===== config.mk =====
export PLATFORM = sky130hd
export DESIGN_NAME = bba_ctrl
export DESIGN_NICKNAME = d
export VERILOG_FILES = /design/src/hw/rtl/bba_pkg.sv /design/src/hw/rtl/bba_ctrl.sv
export SDC_FILE = /design/constraint.sdc
export NUM_CORES = 1
export LEC_CHECK = 0
export BUFFER_PORTS_ARGS = -buffer_cell sky130_fd_sc_hd__buf_2
export CAP_MARGIN = 20
export CORE_AREA = 10 10 47 49
export DETAILED_ROUTE_END_ITERATION = 16
export DIE_AREA = 0 0 57 59
export GPL_ROUTABILITY_DRIVEN = 0
export PLACE_DENSITY = 0.64
export REMOVE_ABC_BUFFERS = 1
export SKIP_CTS_REPAIR_TIMING = 1
export SLEW_MARGIN = 30
export SYNTH_ARGS = -nofsm -noshare
export SYNTH_HDL_FRONTEND = slang
export SYNTH_SLANG_ARGS = --single-unit
export TNS_END_PERCENT = 50

===== constraint.sdc =====
create_clock -name clock -period 2.1 [get_ports clock]
set_input_delay 0.315 -clock clock [delete_from_list [all_inputs] [get_ports clock]]
set_output_delay 0.315 -clock clock [all_outputs]
set_load 0.05 [all_outputs]

===== src/hw/rtl/bba_pkg.sv =====
// ----------------------------------------------------------------------------
// bba_pkg
// Shared constants and types of the bitmap block allocator: map geometry,
// field widths, the action codes and the controller/datapath handshake.
// ----------------------------------------------------------------------------
package bba_pkg;

   localparam int NUM_BLOCKS    = 4096;
   localparam int MAP_WORD_BITS = 32;
   localparam int MAP_WORDS     = (NUM_BLOCKS + MAP_WORD_BITS - 1) / MAP_WORD_BITS;

   localparam int INDEX_W = $clog2(NUM_BLOCKS);
   localparam int COUNT_W = $clog2(NUM_BLOCKS + 1);
   localparam int FLOOR_W = 13;
   localparam int BIT_W   = $clog2(MAP_WORD_BITS);
   localparam int WADDR_W = $clog2(MAP_WORDS);

   localparam int CSR_ADDR_W = 3;
   localparam int CSR_DATA_W = 32;
   // Register index of reserved_floor, taken from paddr above the byte lanes.
   localparam logic CSR_IDX_FLOOR = 1'b0;
   localparam logic [FLOOR_W-1:0] FLOOR_RESET = FLOOR_W'(22);

   typedef enum logic [1:0] {
      ACT_ALLOC      = 2'd0,
      ACT_FREE       = 2'd1,
      ACT_LOAD_BIT   = 2'd2,
      ACT_LOAD_COUNT = 2'd3
   } action_type;

   typedef struct packed {
      logic capture;       // latch the request fields
      logic rd_first;      // read the word holding the floor, start the scan
      logic rd_target;     // read the word holding the request's block
      logic scan;          // step to the next map word
      logic alloc_commit;  // set the found bit and answer with its index
      logic modify_commit; // write the changed bit of a free or load
      logic load_count;    // load the free counter and answer
      logic fail;          // answer with ok clear, nothing changed
   } dp_cmd_type;

   typedef struct packed {
      action_type action;
      logic       floor_ok;  // floor lies inside the map
      logic       index_ok;  // request's block may be touched
      logic       found;     // the word in hand has a free block
      logic       last_word; // the word in hand is the top of the map
   } dp_sts_type;

endpackage


===== src/hw/rtl/bba_ctrl.sv =====
// ----------------------------------------------------------------------------
// bba_ctrl
// Sequencer of the allocator: decodes the captured request, steps the
// map scan one word per cycle and raises the result strobe.
// ----------------------------------------------------------------------------
module bba_ctrl (
   input  logic                clock,
   input  logic                reset,
   input  logic                start,
   output logic                busy,
   output logic                rsp_valid,
   output bba_pkg::dp_cmd_type cmd,
   input  bba_pkg::dp_sts_type sts
);
   import bba_pkg::*;

   typedef enum logic [3:0] {
      S_IDLE   = 4'b0001,
      S_ISSUE  = 4'b0010,
      S_SCAN   = 4'b0100,
      S_MODIFY = 4'b1000
   } state_type;

   state_type state_ff, state_in;
   logic      rsp_valid_ff, rsp_valid_in;

   always_comb begin
      state_in = state_ff;
      cmd      = '0;
      unique case (state_ff)
         S_IDLE: begin
            if (start) begin
               cmd.capture = 1'b1;
               state_in    = S_ISSUE;
            end
         end
         S_ISSUE: begin
            unique case (sts.action) inside
               ACT_ALLOC: begin
                  if (sts.floor_ok) begin
                     cmd.rd_first = 1'b1;
                     state_in     = S_SCAN;
                  end else begin
                     cmd.fail = 1'b1;
                     state_in = S_IDLE;
                  end
               end
               ACT_FREE, ACT_LOAD_BIT: begin
                  if (sts.index_ok) begin
                     cmd.rd_target = 1'b1;
                     state_in      = S_MODIFY;
                  end else begin
                     cmd.fail = 1'b1;
                     state_in = S_IDLE;
                  end
               end
               default: begin
                  cmd.load_count = 1'b1;
                  state_in       = S_IDLE;
               end
            endcase
         end
         S_SCAN: begin
            if (sts.found) begin
               cmd.alloc_commit = 1'b1;
               state_in         = S_IDLE;
            end else if (sts.last_word) begin
               cmd.fail = 1'b1;
               state_in = S_IDLE;
            end else begin
               cmd.scan = 1'b1;
            end
         end
         S_MODIFY: begin
            cmd.modify_commit = 1'b1;
            state_in          = S_IDLE;
         end
         default: begin
            state_in = S_IDLE;
         end
      endcase
   end

   assign rsp_valid_in = cmd.alloc_commit | cmd.modify_commit | cmd.load_count | cmd.fail;

   always_ff @(posedge clock) begin
      if (reset) begin
         state_ff     <= S_IDLE;
         rsp_valid_ff <= 1'b0;
      end else begin
         state_ff     <= state_in;
         rsp_valid_ff <= rsp_valid_in;
      end
   end

   assign busy      = (state_ff != S_IDLE);
   assign rsp_valid = rsp_valid_ff;

   // Every transaction passes S_ISSUE after its capture in S_IDLE, so strobes never touch.
   a_strobe_single: assert property (@(posedge clock) disable iff (reset)
      rsp_valid |=> !rsp_valid)
      else $error("result strobe held for two cycles");

   a_accept_busy: assert property (@(posedge clock) disable iff (reset)
      (start && !busy) |=> busy)
      else $error("accepted transaction did not raise busy");

   a_strobe_idle: assert property (@(posedge clock) disable iff (reset)
      rsp_valid |-> (state_ff == S_IDLE))
      else $error("result given while still working");

   a_one_answer: assert property (@(posedge clock) disable iff (reset)
      $countones({cmd.alloc_commit, cmd.modify_commit, cmd.load_count, cmd.fail}) <= 1)
      else $error("two answers in one cycle");

endmodule


**Word-level counts from Yosys, hierarchy flattened**

Cells that the tools add are included.

- Logic and storage cells: 45
- Flip-flop bits (word level): 5
- Output and inout bits: 10

- Bitwise operators: 3
- Reduce and logical (&&, ||, !) cells: 4
- Eq/ne operators: 9
- Multiplexer cells: 27

Operator list:

| cell | number |
|---|---|
| 1-bit 2-to-1 mux | 16 |
| 4-bit 2-to-1 mux | 4 |
| 4-bit one-hot mux with 3 select lines | 1 |
| 4-bit one-hot mux with 2 select lines | 1 |
| 4-bit by 1-bit equality test with 1-bit output, second input constant | 1 |
| 4-bit by 2-bit equality test with 1-bit output, second input constant | 1 |
| 4-bit by 3-bit equality test with 1-bit output, second input constant | 1 |
| 4-bit equality test, second input constant | 1 |
| 2-bit 2-to-1 mux | 2 |
| 4-bit by 1-bit != test with 1-bit output, second input constant | 1 |
| 1-bit one-hot mux with 2 select lines | 2 |
| 3-bit 2-to-1 mux | 1 |
| 3-bit != test, second input constant | 1 |
| 1-bit OR | 3 |
| 3-bit OR reduction | 1 |
| 2-bit by 1-bit equality test with 1-bit output, second input constant | 1 |
| 2-bit equality test, second input constant | 1 |
| 2-bit zero test | 1 |
| 2-bit != test, second input constant | 1 |
| 2-bit AND reduction | 1 |
| 2-bit OR reduction | 1 |

**Depth between registers and ports, before layout**

Gate-level depths: netlist of run 1.

- Word-level depth: 6
- Gate-level depth with buffers: 5

**Least setup slack after synthesis of run 1**

No wires, ideal clock.

- Path type: reg2out
- Start point: reg state_ff[2]
- End point: out cmd[2] in the netlist's numbering
- Slack: -0.222 ns
- Path buffers: 0
- Arrival: 2.007 ns
- Required time: 1.785 ns
- Stages on the path, launching flop included: 2
- Path through: dfxtp_1 nor4b_1

RTL lines:

| item | RTL line | source |
|---|---|---|
| start, declared | bba_ctrl.sv:24 | `state_type state_ff, state_in;` |
| start signal, assigned | bba_ctrl.sv:91 | `state_ff <= state_in;` |
| end, declared | bba_ctrl.sv:12 | `output bba_pkg::dp_cmd_type cmd,` |

==> PnR_summary.wiki, run 1 <==
{| class="wikitable"
! Metric !! Value
|-
| Hold Path Depth || 2
|-
| Router iterations before antenna repair || 4
|-
| Final core utilization || 42.9%
|-
| Sort of element at the start of the critical path || flop
|-
| Worst setup margin || 0.0445 ns
|-
| Synthesis-to-finish area growth || 45.8%
|-
| Highest-delay cell along the critical path || sky130_fd_sc_hd__or4b_4
|-
| Post-synthesis instance area || 413 sq um
|-
| Inserted Diodes || 0
|-
| Overall die width || 57 um
|-
| Sequential-to-total area share from yosys stat || 24.2%
|-
| DRC errors left || 0
|-
| Buffers & Inverters on Critical Path || 2
|-
| TritonCTS clock tree || done
|-
| Most used flip-flop cell after synthesis || sky130_fd_sc_hd__dfxtp_1
|-
| Outcome || finished, final reports clean
|-
| List of cells traversed by the critical path || or4b_4 -> or3_4 -> inv_4 -> buf_8
|-
| Rows || 14
|-
| HPWL Detailed || 952 um
|-
| Core Footprint || 1400 sq um
|-
| Worst Path Max Fanout || 8
|-
| Number of failing setup endpoints in the final timing report || 0
|-
| Share of the clock period used by the worst path || 97.9%
|-
| CP peak stage delay || 0.57 ns
|-
| Via count of the first global-routing pass || 465
|-
| Place WS || 0.155 ns
|-
| Cts bufs inserted || 3
|-
| Maximum clock path buffer count || 2
|-
| Number of flip-flops and latches in the synthesized netlist || 5
|-
| Logic depth of the worst register-to-register path || 4
|-
| Area enclosed by the die boundary || 3360 sq um
|-
| Insertion delay of the later-clocked pin in the worst-skew pair || 0.24 ns
|-
| Critical setup path kind || reg2out
|-
| Crit path time final || 2.06 ns
|-
| Worst slew margin || 74.2%
|-
| Type of destination of the critical path || primary output
|-
| Final-layout setup total negative slack || 0 ns
|-
| Max-slew violation total from the final report || 0
|-
| Critical path's top delay family || simple AND/OR/NAND/NOR gates
|-
| Starting utilization of the core area || 29.5%
|-
| Most frequent cells in the layout || sky130_fd_sc_hd__buf_2 (16), sky130_fd_sc_hd__nor2_1 (8), sky130_fd_sc_hd__inv_1 (7)
|-
| Overflow left after global routing || 0
|-
| Final WL || 1160 um
|-
| Number of nets still failing antenna checks after routing || 0
|-
| Share of layout cells above drive strength 1 || 48.6%
|-
| Power density relative to cell area || 518 nW/um^2
|-
| Vias after detailed routing || 446
|-
| Arrival @ worst endpoint || 1.74 ns
|-
| Final-layout fill cell count || 159
|-
| Initial antenna violation count || 0
|-
| Via density per instance || 4.96
|-
| Maximum vdd ir drop || 226 uV
|-
| Boundary pin count || 19
|-
| Final #Nets || 87
|-
| Synthesis warning total || 0
|-
| Final hold violation count || 0
|-
| Worst clock skew on the final layout || 0.00247 ns
|-
| Mean cell area of the mapped netlist || 8.26 sq um
|-
| Clock root buffer || sky130_fd_sc_hd__clkbuf_4
|-
| Die Y || 59 um
|-
| Global-route usage over all layers || 7.42%
|-
| Starting DRC count in detailed routing || 10
|-
| Wire length of the first global-routing pass || 1950 um
|-
| Number of instances in the synthesized netlist || 50
|-
| Required @ worst endpoint || 1.78 ns
|-
| Wire per inst || 12.8 um
|-
| Number of flops mapped to enable cells by yosys || 0
|-
| Count of input and output buffers || 18
|-
| Worst Max-Slew Pin Slew || 0.382 ns
|-
| H-tree depth || 1
|-
| Worst hold path class || in2reg
|-
| Max-Cap Viols || 0
|-
| Number of library cell types mapped by synthesis || 22
|-
| Leakage power summed over all cells || 0.291 nW
|-
| Highest attainable clock frequency || 487 MHz
|-
| Largest net degree at the start of global routing || 9
|-
| Sinks on Clock Net || 5
|-
| Post-CTS clock slew at the launch and capture registers of the worst setup and hold paths || 0.04 ns
|-
| Synth async-reset ratio || 0%
|-
| Most common library cell in the layout ignoring fill and taps || sky130_fd_sc_hd__buf_2
|-
| Count of cell instances traversed by the critical path || 4
|}
## metal layers
metal,global-route usage [%],vias to the layer above,part of all wire [%]
met4,9.06,0,1.4
met3,3.00,2,5.1
met1,6.73,201,39
met2,11.5,14,54
li1,-,229,-
met5,0,-,0
## worst paths after layout
check	from	end	slack (ns)
worst min register to register	state_ff[1]$_SDFFE_PP0P_	state_ff[1]$_SDFFE_PP0P_	0.53
worst min-delay path	reset	state_ff[1]$_SDFFE_PP0P_	0.30
worst max-delay path	state_ff[1]$_SDFFE_PP0P_	cmd[4]	0.04
worst max register to register	state_ff[1]$_SDFFE_PP0P_	rsp_valid$_SDFF_PP0_	0.38
## kinds of logic (layout without fill, tap and decap cells)
logic type	count (synthesis)	after routing	synth area share (%)
compound gates	8	8	16.4
fa+ha+maj	3	3	9.09
buf+inv	9	33	8.48
flops	5	5	24.2
simple gates	25	25	41.8
## through the flow
stage,cells,hold WS (ns),total power [W],cell area (sq um)
2_1_floorplan,49,0.381,0.000168,408
3_3_place_gp,85,0.551,0.000201,533
3_5_place_dp,85,0.554,0.000202,533
4_1_cts,89,0.298,0.000315,559
5_1_grt,90,0.309,0.000331,602
6_report,90,0.299,0.000312,602
## state kept, by name, summed over array words and instances, names as in the netlist
name and cells:
rsp_valid 1, state_ff 4
## cell usage after synthesis (2+ instances only)
library cell / n / area share, %
sky130_fd_sc_hd__and4bb_2: 2 / 6.1
sky130_fd_sc_hd__dfxtp_1: 5 / 24
sky130_fd_sc_hd__ha_1: 3 / 9.1
sky130_fd_sc_hd__inv_1: 8 / 7.3
sky130_fd_sc_hd__nand2_1: 2 / 1.8
sky130_fd_sc_hd__nor2_1: 8 / 7.3
sky130_fd_sc_hd__nor2b_1: 2 / 3.0
sky130_fd_sc_hd__nor3b_1: 2 / 3.6
sky130_fd_sc_hd__nor4b_1: 2 / 4.2
sky130_fd_sc_hd__o31ai_1: 3 / 5.5
sky130_fd_sc_hd__or4b_1: 2 / 4.8
## power breakdown
group	switching, W	internal (W)	leakage, nW	total, W
logic	0.0000610	0.0000340	0.234	0.0000950
registers	0.00000746	0.0000999	0.0424	0.000107
clock network	0.0000376	0.0000717	0.0150	0.000109
## layout make-up
type	instances	area [sq um]	area share [%]
Sequential cell	5	106	17.7
Timing Repair Buffer	21	129	21.4
Clock buffer	4	26.3	4.37
Multi-Input combinational cell	36	288	47.8
Inverter	8	32.5	5.41
Tap cell	16	20.0	3.33
Note: power is estimated with default switching activity, not from simulation.
==> inputs of run 2 (changes only) <==
--- a/config.mk
+++ b/config.mk
@@ -9,5 +9,5 @@
 export CAP_MARGIN = 20
-export CORE_AREA = 10 10 47 49
+export CORE_AREA = 2 2 39 41
 export DETAILED_ROUTE_END_ITERATION = 16
-export DIE_AREA = 0 0 57 59
+export DIE_AREA = 0 0 41 43
 export GPL_ROUTABILITY_DRIVEN = 0
==> constraint.sdc (replaced) <==
create_clock -name clock -period 2.1 [get_ports clock]
set_input_delay 0.105 -clock clock [delete_from_list [all_inputs] [get_ports clock]]
set_output_delay 0.105 -clock clock [all_outputs]
set_load 0.05 [all_outputs]
==> PnR_summary.wiki, run 2 (synthesis results as in run 1) <==
{| class="wikitable"
! Metric !! Value
|-
| TritonCTS clock tree || done
|-
| Maximum vdd ir drop || 190 uV (-16%)
|-
| Maximum clock path buffer count || 2 (unchanged)
|-
| Arrival @ worst endpoint || 1.91 ns (+0.17 ns)
|-
| HPWL Detailed || 776 um (-18%)
|-
| Final WL || 961 um (-17%)
|-
| Cell area after placement || 518 sq um (-2.8%)
|-
| Reg with most FFs || state_ff
|-
| Launch instance of the worst register-to-register path || state_ff[2]$_SDFFE_PP0P_
|-
| Metal2 WL || 465 um (-26%)
|-
| Initial antenna violation count || 0 (unchanged)
|-
| Final #Nets || 84 (-3.4%)
|-
| Core Footprint || 1380 sq um (-1.2%)
|-
| Wire length of the first global-routing pass || 1590 um (-18%)
|-
| List of cells traversed by the critical path || or4b_4 -> or3_4 -> inv_1 -> clkbuf_4
|-
| Via count of the first global-routing pass || 394 (-15%)
|-
| Boundary pin count || 19 (unchanged)
|-
| Final cell count without fillers || 87 (-3.3%)
|-
| Critical setup path kind || reg2out
|-
| CP peak stage delay || 0.53 ns (-0.04 ns)
|-
| Overall die width || 41 um (-28%)
|-
| Power, Total || 0.000308 W (-1.1%)
|-
| Placed cell count || 83 (-2.4%)
|-
| Worst slew margin || 64.6% (-9.6 points)
|-
| Rows || 14 (unchanged)
|-
| Share of the clock period used by the worst path || 95.9% (-1.9 points)
|-
| Critical path endpoint || cmd[4]
|-
| Final hold violation count || 0 (unchanged)
|-
| Worst setup path start || state_ff[2]$_SDFFE_PP0P_
|-
| Die Y || 43 um (-27%)
|-
| Highest-delay cell along the critical path || sky130_fd_sc_hd__or4b_4
|-
| Required @ worst endpoint || 2.00 ns (+0.22 ns)
|-
| Place WS || 0.328 ns (+0.173 ns)
|-
| Critical path's top delay family || simple AND/OR/NAND/NOR gates
|-
| Sinks on Clock Net || 5 (unchanged)
|-
| Share of layout cells above drive strength 1 || 39.4% (-9.2 points)
|-
| Count of cell instances traversed by the critical path || 4 (unchanged)
|-
| Starting utilization of the core area || 29.8% (+0.37 points)
|-
| Max-Cap Viols || 0 (unchanged)
|-
| Via density per instance || 5.05 (+1.8%)
|-
| Crit path time final || 2.01 ns (-0.0407 ns)
|-
| Cts bufs inserted || 3 (unchanged)
|-
| Most common library cell in the layout ignoring fill and taps || sky130_fd_sc_hd__buf_2
|-
| Worst hold path class || in2reg
|-
| Largest net degree at the start of global routing || 9 (unchanged)
|-
| RSZ-0062 raised after global routing || false
|-
| Inserted Diodes || 0 (unchanged)
|-
| Synthesis-to-finish area growth || 33.3%
|-
| Number of failing setup endpoints in the final timing report || 0 (unchanged)
|-
| Sort of element at the start of the critical path || flop
|-
| Global-route usage over all layers || 13.1% (+5.7 points)
|-
| Power density relative to cell area || 560 nW/um^2 (+8.1%)
|-
| Starting DRC count in detailed routing || 9 (-1)
|-
| Post-CTS clock slew at the launch and capture registers of the worst setup and hold paths || 0.05 ns (about the same)
|-
| Detail Route met3 WL || 66 um (+12%)
|-
| Area enclosed by the die boundary || 1760 sq um (-48%)
|-
| Wire per inst || 11.0 um (-14%)
|-
| H-tree depth || 1 (unchanged)
|-
| Reg-to-reg setup timing slack || 0.43 ns (+0.05 ns)
|-
| Leakage power summed over all cells || 0.275 nW (-5.6%)
|-
| DRC errors left || 0 (unchanged)
|-
| Type of destination of the critical path || primary output
|-
| Most frequent cells in the layout || sky130_fd_sc_hd__buf_2 (17), sky130_fd_sc_hd__inv_1 (8), sky130_fd_sc_hd__nor2_1 (8), sky130_fd_sc_hd__dfxtp_1 (5), sky130_fd_sc_hd__clkbuf_4 (4)
|-
| Met1 Routed Length || 430 um (-5.3%)
|-
| Number of flip-flops in the largest register || 4 (unchanged)
|-
| Buffers & Inverters on Critical Path || 2 (unchanged)
|-
| Worst Max-Slew Pin Slew || 0.523 ns (+0.141 ns)
|-
| Max-slew violation total from the final report || 0 (unchanged)
|-
| Total non-filler cell area in the finished layout || 551 sq um (-8.5%)
|-
| Router iterations before antenna repair || 4 (unchanged)
|-
| Outcome || finished, final reports clean
|-
| Worst setup margin || 0.0852 ns (+0.0407 ns)
|-
| FF-to-FF End || state_ff[1]$_SDFFE_PP0P_
|-
| Count of input and output buffers || 18 (unchanged)
|-
| Number of nets still failing antenna checks after routing || 0 (unchanged)
|-
| Logic depth of the worst register-to-register path || 3 (-1)
|-
| Highest attainable clock frequency || 496 MHz (+2.0%)
|-
| Insertion delay of the later-clocked pin in the worst-skew pair || 0.25 ns (about the same)
|-
| Clock root buffer || sky130_fd_sc_hd__clkbuf_4
|-
| Highest routed metal layer || met3
|-
| Worst Path Max Fanout || 7 (-1)
|-
| Worst clock skew on the final layout || 0.00473 ns (+0.00226 ns)
|-
| Overflow left after global routing || 0 (unchanged)
|-
| Final-layout setup total negative slack || 0 ns (unchanged)
|-
| Vias after detailed routing || 439 (-1.6%)
|}
-- run 2: cell types whose count changed in the layout (fill, tap and decap cells not counted), sizes merged --
cell | previous run | this run
clkbuf | 4 | 5
buf | 21 | 17
-- run 2: worst reg2reg max path: cells and delay by family, from the launching register on --
kind	cells	cell delay, ns
AO/OA/AOI/OAI	1	0.27
AND/OR/NAND/NOR	2	0.88
flip-flops	1	0.42
-- run 2: worst min-delay path by stage --
stage | from | to | slack [ns] | depth (start not counted)
after floorplan | reset | state_ff[1]$_SDFFE_PP0P_ | 0.17 | 1
after global placement | reset | state_ff[1]$_SDFFE_PP0P_ | 0.34 | 2
after detailed placement | reset | state_ff[1]$_SDFFE_PP0P_ | 0.34 | 2
after CTS | reset | state_ff[1]$_SDFFE_PP0P_ | 0.08 | 2
after global routing | reset | state_ff[1]$_SDFFE_PP0P_ | 0.10 | 2
final | reset | state_ff[1]$_SDFFE_PP0P_ | 0.08 | 2
-- run 2: area by class of cell --
cell class                 instances  area (sq um)
inverter                           8          30.0
fill                             155           833
tap                               16          20.0
timing repair buffer              18          92.6
sequential                         5           100
multi-input combinational         36           282
clock buffer                       4          26.3
-- run 2: stage by stage --
step	utilization, %	hold WS, ns
after floorplan	-	0.171
after global placement	37.4	0.341
after detailed placement	37.4	0.340
after CTS	39.3	0.0807
after global routing	39.8	0.103
final	39.8	0.0819
-- run 2: per-layer routing --
| metal | vias up | track usage, % |
|---|---|---|
| met2 | 20 | 20.0 |
| met3 | 0 | 4.71 |
| met1 | 198 | 16.7 |
| met5 | - | 0 |
| li1 | 221 | - |
| met4 | 0 | 4.00 |
-- run 2: where the power goes --
group          leakage (nW)  switching, W  internal [W]
combinational         0.219     0.0000579     0.0000281
sequential           0.0408    0.00000768      0.000100
clock                0.0150     0.0000420     0.0000720
==> inputs of run 3 (changes only) <==
ABC_AREA = 1   (was unset)
PLACE_DENSITY = 0.62   (was 0.64)
==> PnR_summary.wiki, run 3 <==
{| class="wikitable"
! Metric !! Value
|-
| Largest net degree at the start of global routing || 6 (-3)
|-
| Yosys top cell by area || sky130_fd_sc_hd__dfxtp_1
|-
| TritonCTS clock tree || done
|-
| Crit path time final || 1.37 ns (-0.643 ns)
|-
| Most used routing layer || met2
|-
| Die Y || 43 um (unchanged)
|-
| Outcome || finished, final reports clean
|-
| Worst Max-Slew Pin Slew || 0.249 ns (-0.274 ns)
|-
| Worst slew margin || 83.5% (+19 points)
|-
| Final core utilization || 38.4% (-1.4 points)
|-
| Biggest area contributors in the synthesized netlist || sky130_fd_sc_hd__dfxtp_1 (25%), sky130_fd_sc_hd__inv_1 (14%), sky130_fd_sc_hd__ha_1 (9.5%), sky130_fd_sc_hd__nand3_1 (7.6%), sky130_fd_sc_hd__nand2_1 (6.6%)
|-
| Number of failing setup endpoints in the final timing report || 0 (unchanged)
|-
| Starting DRC count in detailed routing || 8 (-1)
|-
| Starting utilization of the core area || 28.6% (-1.3 points)
|-
| Maximum clock path buffer count || 2 (unchanged)
|-
| Cts bufs inserted || 3 (unchanged)
|-
| Number of flip-flops in the largest register || 4 (unchanged)
|-
| Rows || 14 (unchanged)
|-
| Highest-delay cell along the critical path || sky130_fd_sc_hd__dfxtp_1
|-
| Initial antenna violation count || 0 (unchanged)
|-
| Final hold violation count || 0 (unchanged)
|-
| Critical path's top delay family || simple AND/OR/NAND/NOR gates
|-
| HPWL Detailed || 672 um (-13%)
|-
| Global-route met2 utilization || 17.5% (-2.5 points)
|-
| Via density per instance || 4.42 (-12%)
|-
| Sequential-to-total area share from yosys stat || 25.3% (+1.1 points)
|-
| Maximum vdd ir drop || 223 uV (+17%)
|-
| Worst hold path class || in2reg
|-
| Arrival @ worst endpoint || 1.27 ns (-0.64 ns)
|-
| Overall die width || 41 um (unchanged)
|-
| List of cells traversed by the critical path || inv_2 -> nand2_2 -> nor2_4 -> nand3_2 -> nand2_2 -> buf_2
|-
| Required @ worst endpoint || 2.00 ns (about the same)
|-
| Inserted Diodes || 0 (unchanged)
|-
| Via count of the first global-routing pass || 363 (-7.9%)
|-
| Type of destination of the critical path || primary output
|-
| Cell with the most instances after synthesis || sky130_fd_sc_hd__inv_1
|-
| Max-Cap Viols || 0 (unchanged)
|-
| Router iterations before antenna repair || 4 (unchanged)
|-
| Placed cell count || 94 (+13%)
|-
| Number of flops mapped to enable cells by yosys || 0 (unchanged)
|-
| Sort of element at the start of the critical path || flop
|-
| Count of input and output buffers || 18 (unchanged)
|-
| Top cells by instance count after synthesis || sky130_fd_sc_hd__inv_1 (15), sky130_fd_sc_hd__nand2_1 (7), sky130_fd_sc_hd__nor2_1 (7)
|-
| Boundary pin count || 19 (unchanged)
|-
| Power density relative to cell area || 538 nW/um^2 (-3.9%)
|-
| Post-CTS clock slew at the launch and capture registers of the worst setup and hold paths || 0.04 ns (about the same)
|-
| Number of nets still failing antenna checks after routing || 0 (unchanged)
|-
| Worst clock skew on the final layout || 0.00256 ns (-0.00217 ns)
|-
| Worst setup margin || 0.728 ns (+0.643 ns)
|-
| CP most frequent cell || sky130_fd_sc_hd__nand2_2
|-
| Synthesis-to-finish area growth || 34.5%
|-
| H-tree depth || 1 (unchanged)
|-
| Count of cell instances traversed by the critical path || 6 (+2)
|-
| Most frequent cells in the layout || sky130_fd_sc_hd__buf_2 (18), sky130_fd_sc_hd__inv_1 (15), sky130_fd_sc_hd__nand2_1 (7), sky130_fd_sc_hd__nor2_1 (7), sky130_fd_sc_hd__nand3_1 (6)
|-
| Logic depth of the worst register-to-register path || 5 (+2)
|-
| Most used flip-flop cell after synthesis || sky130_fd_sc_hd__dfxtp_1
|-
| Met1 usage in global routing || 12.9% (-3.7 points)
|-
| Overflow left after global routing || 0 (unchanged)
|-
| Vias after detailed routing || 433 (-1.4%)
|-
| Wire per inst || 8.15 um (-26%)
|-
| Wire length of the first global-routing pass || 1360 um (-15%)
|-
| Number of flip-flops and latches in the synthesized netlist || 5 (unchanged)
|-
| Hold Path Depth || 2 (unchanged)
|-
| Final WL || 799 um (-17%)
|-
| Share of the clock period used by the worst path || 65.3% (-31 points)
|-
| Synthesis warning total || 0 (unchanged)
|-
| Met3 GRT Util || 3.14% (-1.6 points)
|-
| Worst Path Max Fanout || 4 (-3)
|-
| Global-route usage over all layers || 12.1% (-1.1 points)
|-
| Post-synthesis instance area || 395 sq um (-4.2%)
|-
| Reg with most FFs || state_ff
|-
| Critical setup path kind || reg2out
|-
| Insertion delay of the later-clocked pin in the worst-skew pair || 0.24 ns (about the same)
|-
| Max-slew violation total from the final report || 0 (unchanged)
|-
| Most common library cell in the layout ignoring fill and taps || sky130_fd_sc_hd__buf_2
|-
| Number of library cell types mapped by synthesis || 16 (-27%)
|-
| Area enclosed by the die boundary || 1760 sq um (unchanged)
|-
| CP peak stage delay || 0.34 ns (-0.19 ns)
|-
| Final cell count without fillers || 98 (+13%)
|-
| Clock root buffer || sky130_fd_sc_hd__clkbuf_4
|-
| RSZ-0062 raised after global routing || false
|-
| Final-layout setup total negative slack || 0 ns (unchanged)
|-
| Leakage power summed over all cells || 0.334 nW (+22%)
|-
| DRC errors left || 0 (unchanged)
|-
| Synth async-reset ratio || 0% (unchanged)
|-
| Number of instances in the synthesized netlist || 60 (+20%)
|-
| Top-area cell type share of the netlist area || 25.3% (+1.1 points)
|-
| Final #Nets || 95 (+13%)
|-
| Share of layout cells above drive strength 1 || 39.0% (-0.41 points)
|-
| Total non-filler cell area in the finished layout || 532 sq um (-3.4%)
|-
| Place WS || 0.906 ns (+0.578 ns)
|-
| Highest attainable clock frequency || 729 MHz (+47%)
|-
| Buffers & Inverters on Critical Path || 2 (unchanged)
|-
| Mean cell area of the mapped netlist || 6.59 sq um (-20%)
|-
| Cell area after placement || 505 sq um (-2.4%)
|-
| Core Footprint || 1380 sq um (unchanged)
|-
| Sinks on Clock Net || 5 (unchanged)
|}
==> run 3: changes by cell type after synthesis, moves of 3 or more <==
cell and delta:
sky130_fd_sc_hd__inv_1 +7, sky130_fd_sc_hd__nand3_1 +6, sky130_fd_sc_hd__nand2_1 +5, sky130_fd_sc_hd__nand4_1 +3, sky130_fd_sc_hd__nor2_2 +3, sky130_fd_sc_hd__o31ai_1 -3
==> run 3: path summary, 6_finish.rpt <==
kind / startpoint / endpoint / slack (ns)
setup / recovery: state_ff[0]$_SDFFE_PP1P_ / cmd[0] / 0.73
hold / removal: reset / rsp_valid$_SDFF_PP0_ / 0.10
setup reg to reg: state_ff[0]$_SDFFE_PP1P_ / rsp_valid$_SDFF_PP0_ / 1.11
hold reg to reg: state_ff[0]$_SDFFE_PP1P_ / state_ff[1]$_SDFFE_PP0P_ / 0.58
==> run 3: cell families after synthesis <==
family                   Yosys count  share of synthesized area (%)
AO/OA/AOI/OAI                      2                           3.16
adder cells (fa/ha/maj)            3                           9.49
buffers and inverters             17                           16.1
flip-flops                         5                           25.3
AND/OR/NAND/NOR                   33                           45.9
==> run 3: per-stage QoR <==
stage	total power (W)	hold WS, ns
2_1_floorplan	0.000158	0.172
3_3_place_gp	0.000180	0.346
3_5_place_dp	0.000181	0.351
4_1_cts	0.000290	0.101
5_1_grt	0.000302	0.123
6_report	0.000286	0.103
==> run 3: power breakdown <==
group | total [W] | internal [W] | switching (W)
sequential | 0.000104 | 0.0000994 | 0.00000468
clock | 0.000108 | 0.0000716 | 0.0000360
combinational | 0.0000745 | 0.0000227 | 0.0000518
total | 0.000286 | 0.000194 | 0.0000925
==> run 3: final cells by class <==
cell class,count,area (sq um)
inverters,17,63.8
repair buffers,18,90.1
well taps,16,20.0
fillers,145,852
multi-input cells,38,231
flip-flops and latches,5,100
clock buffers,4,26.3
==> run 3: metal layers <==
metal	vias to the layer above	routed length, um
met5	-	0
met1	188	326
met2	14	386
met3	4	49
met4	0	37
li1	227	-
==> run 3: worst register-to-register path, delay by kind of cell, from the launching register on <==
kind	cells	cell delay (ns)
simple gates	5	0.49
flops	1	0.40
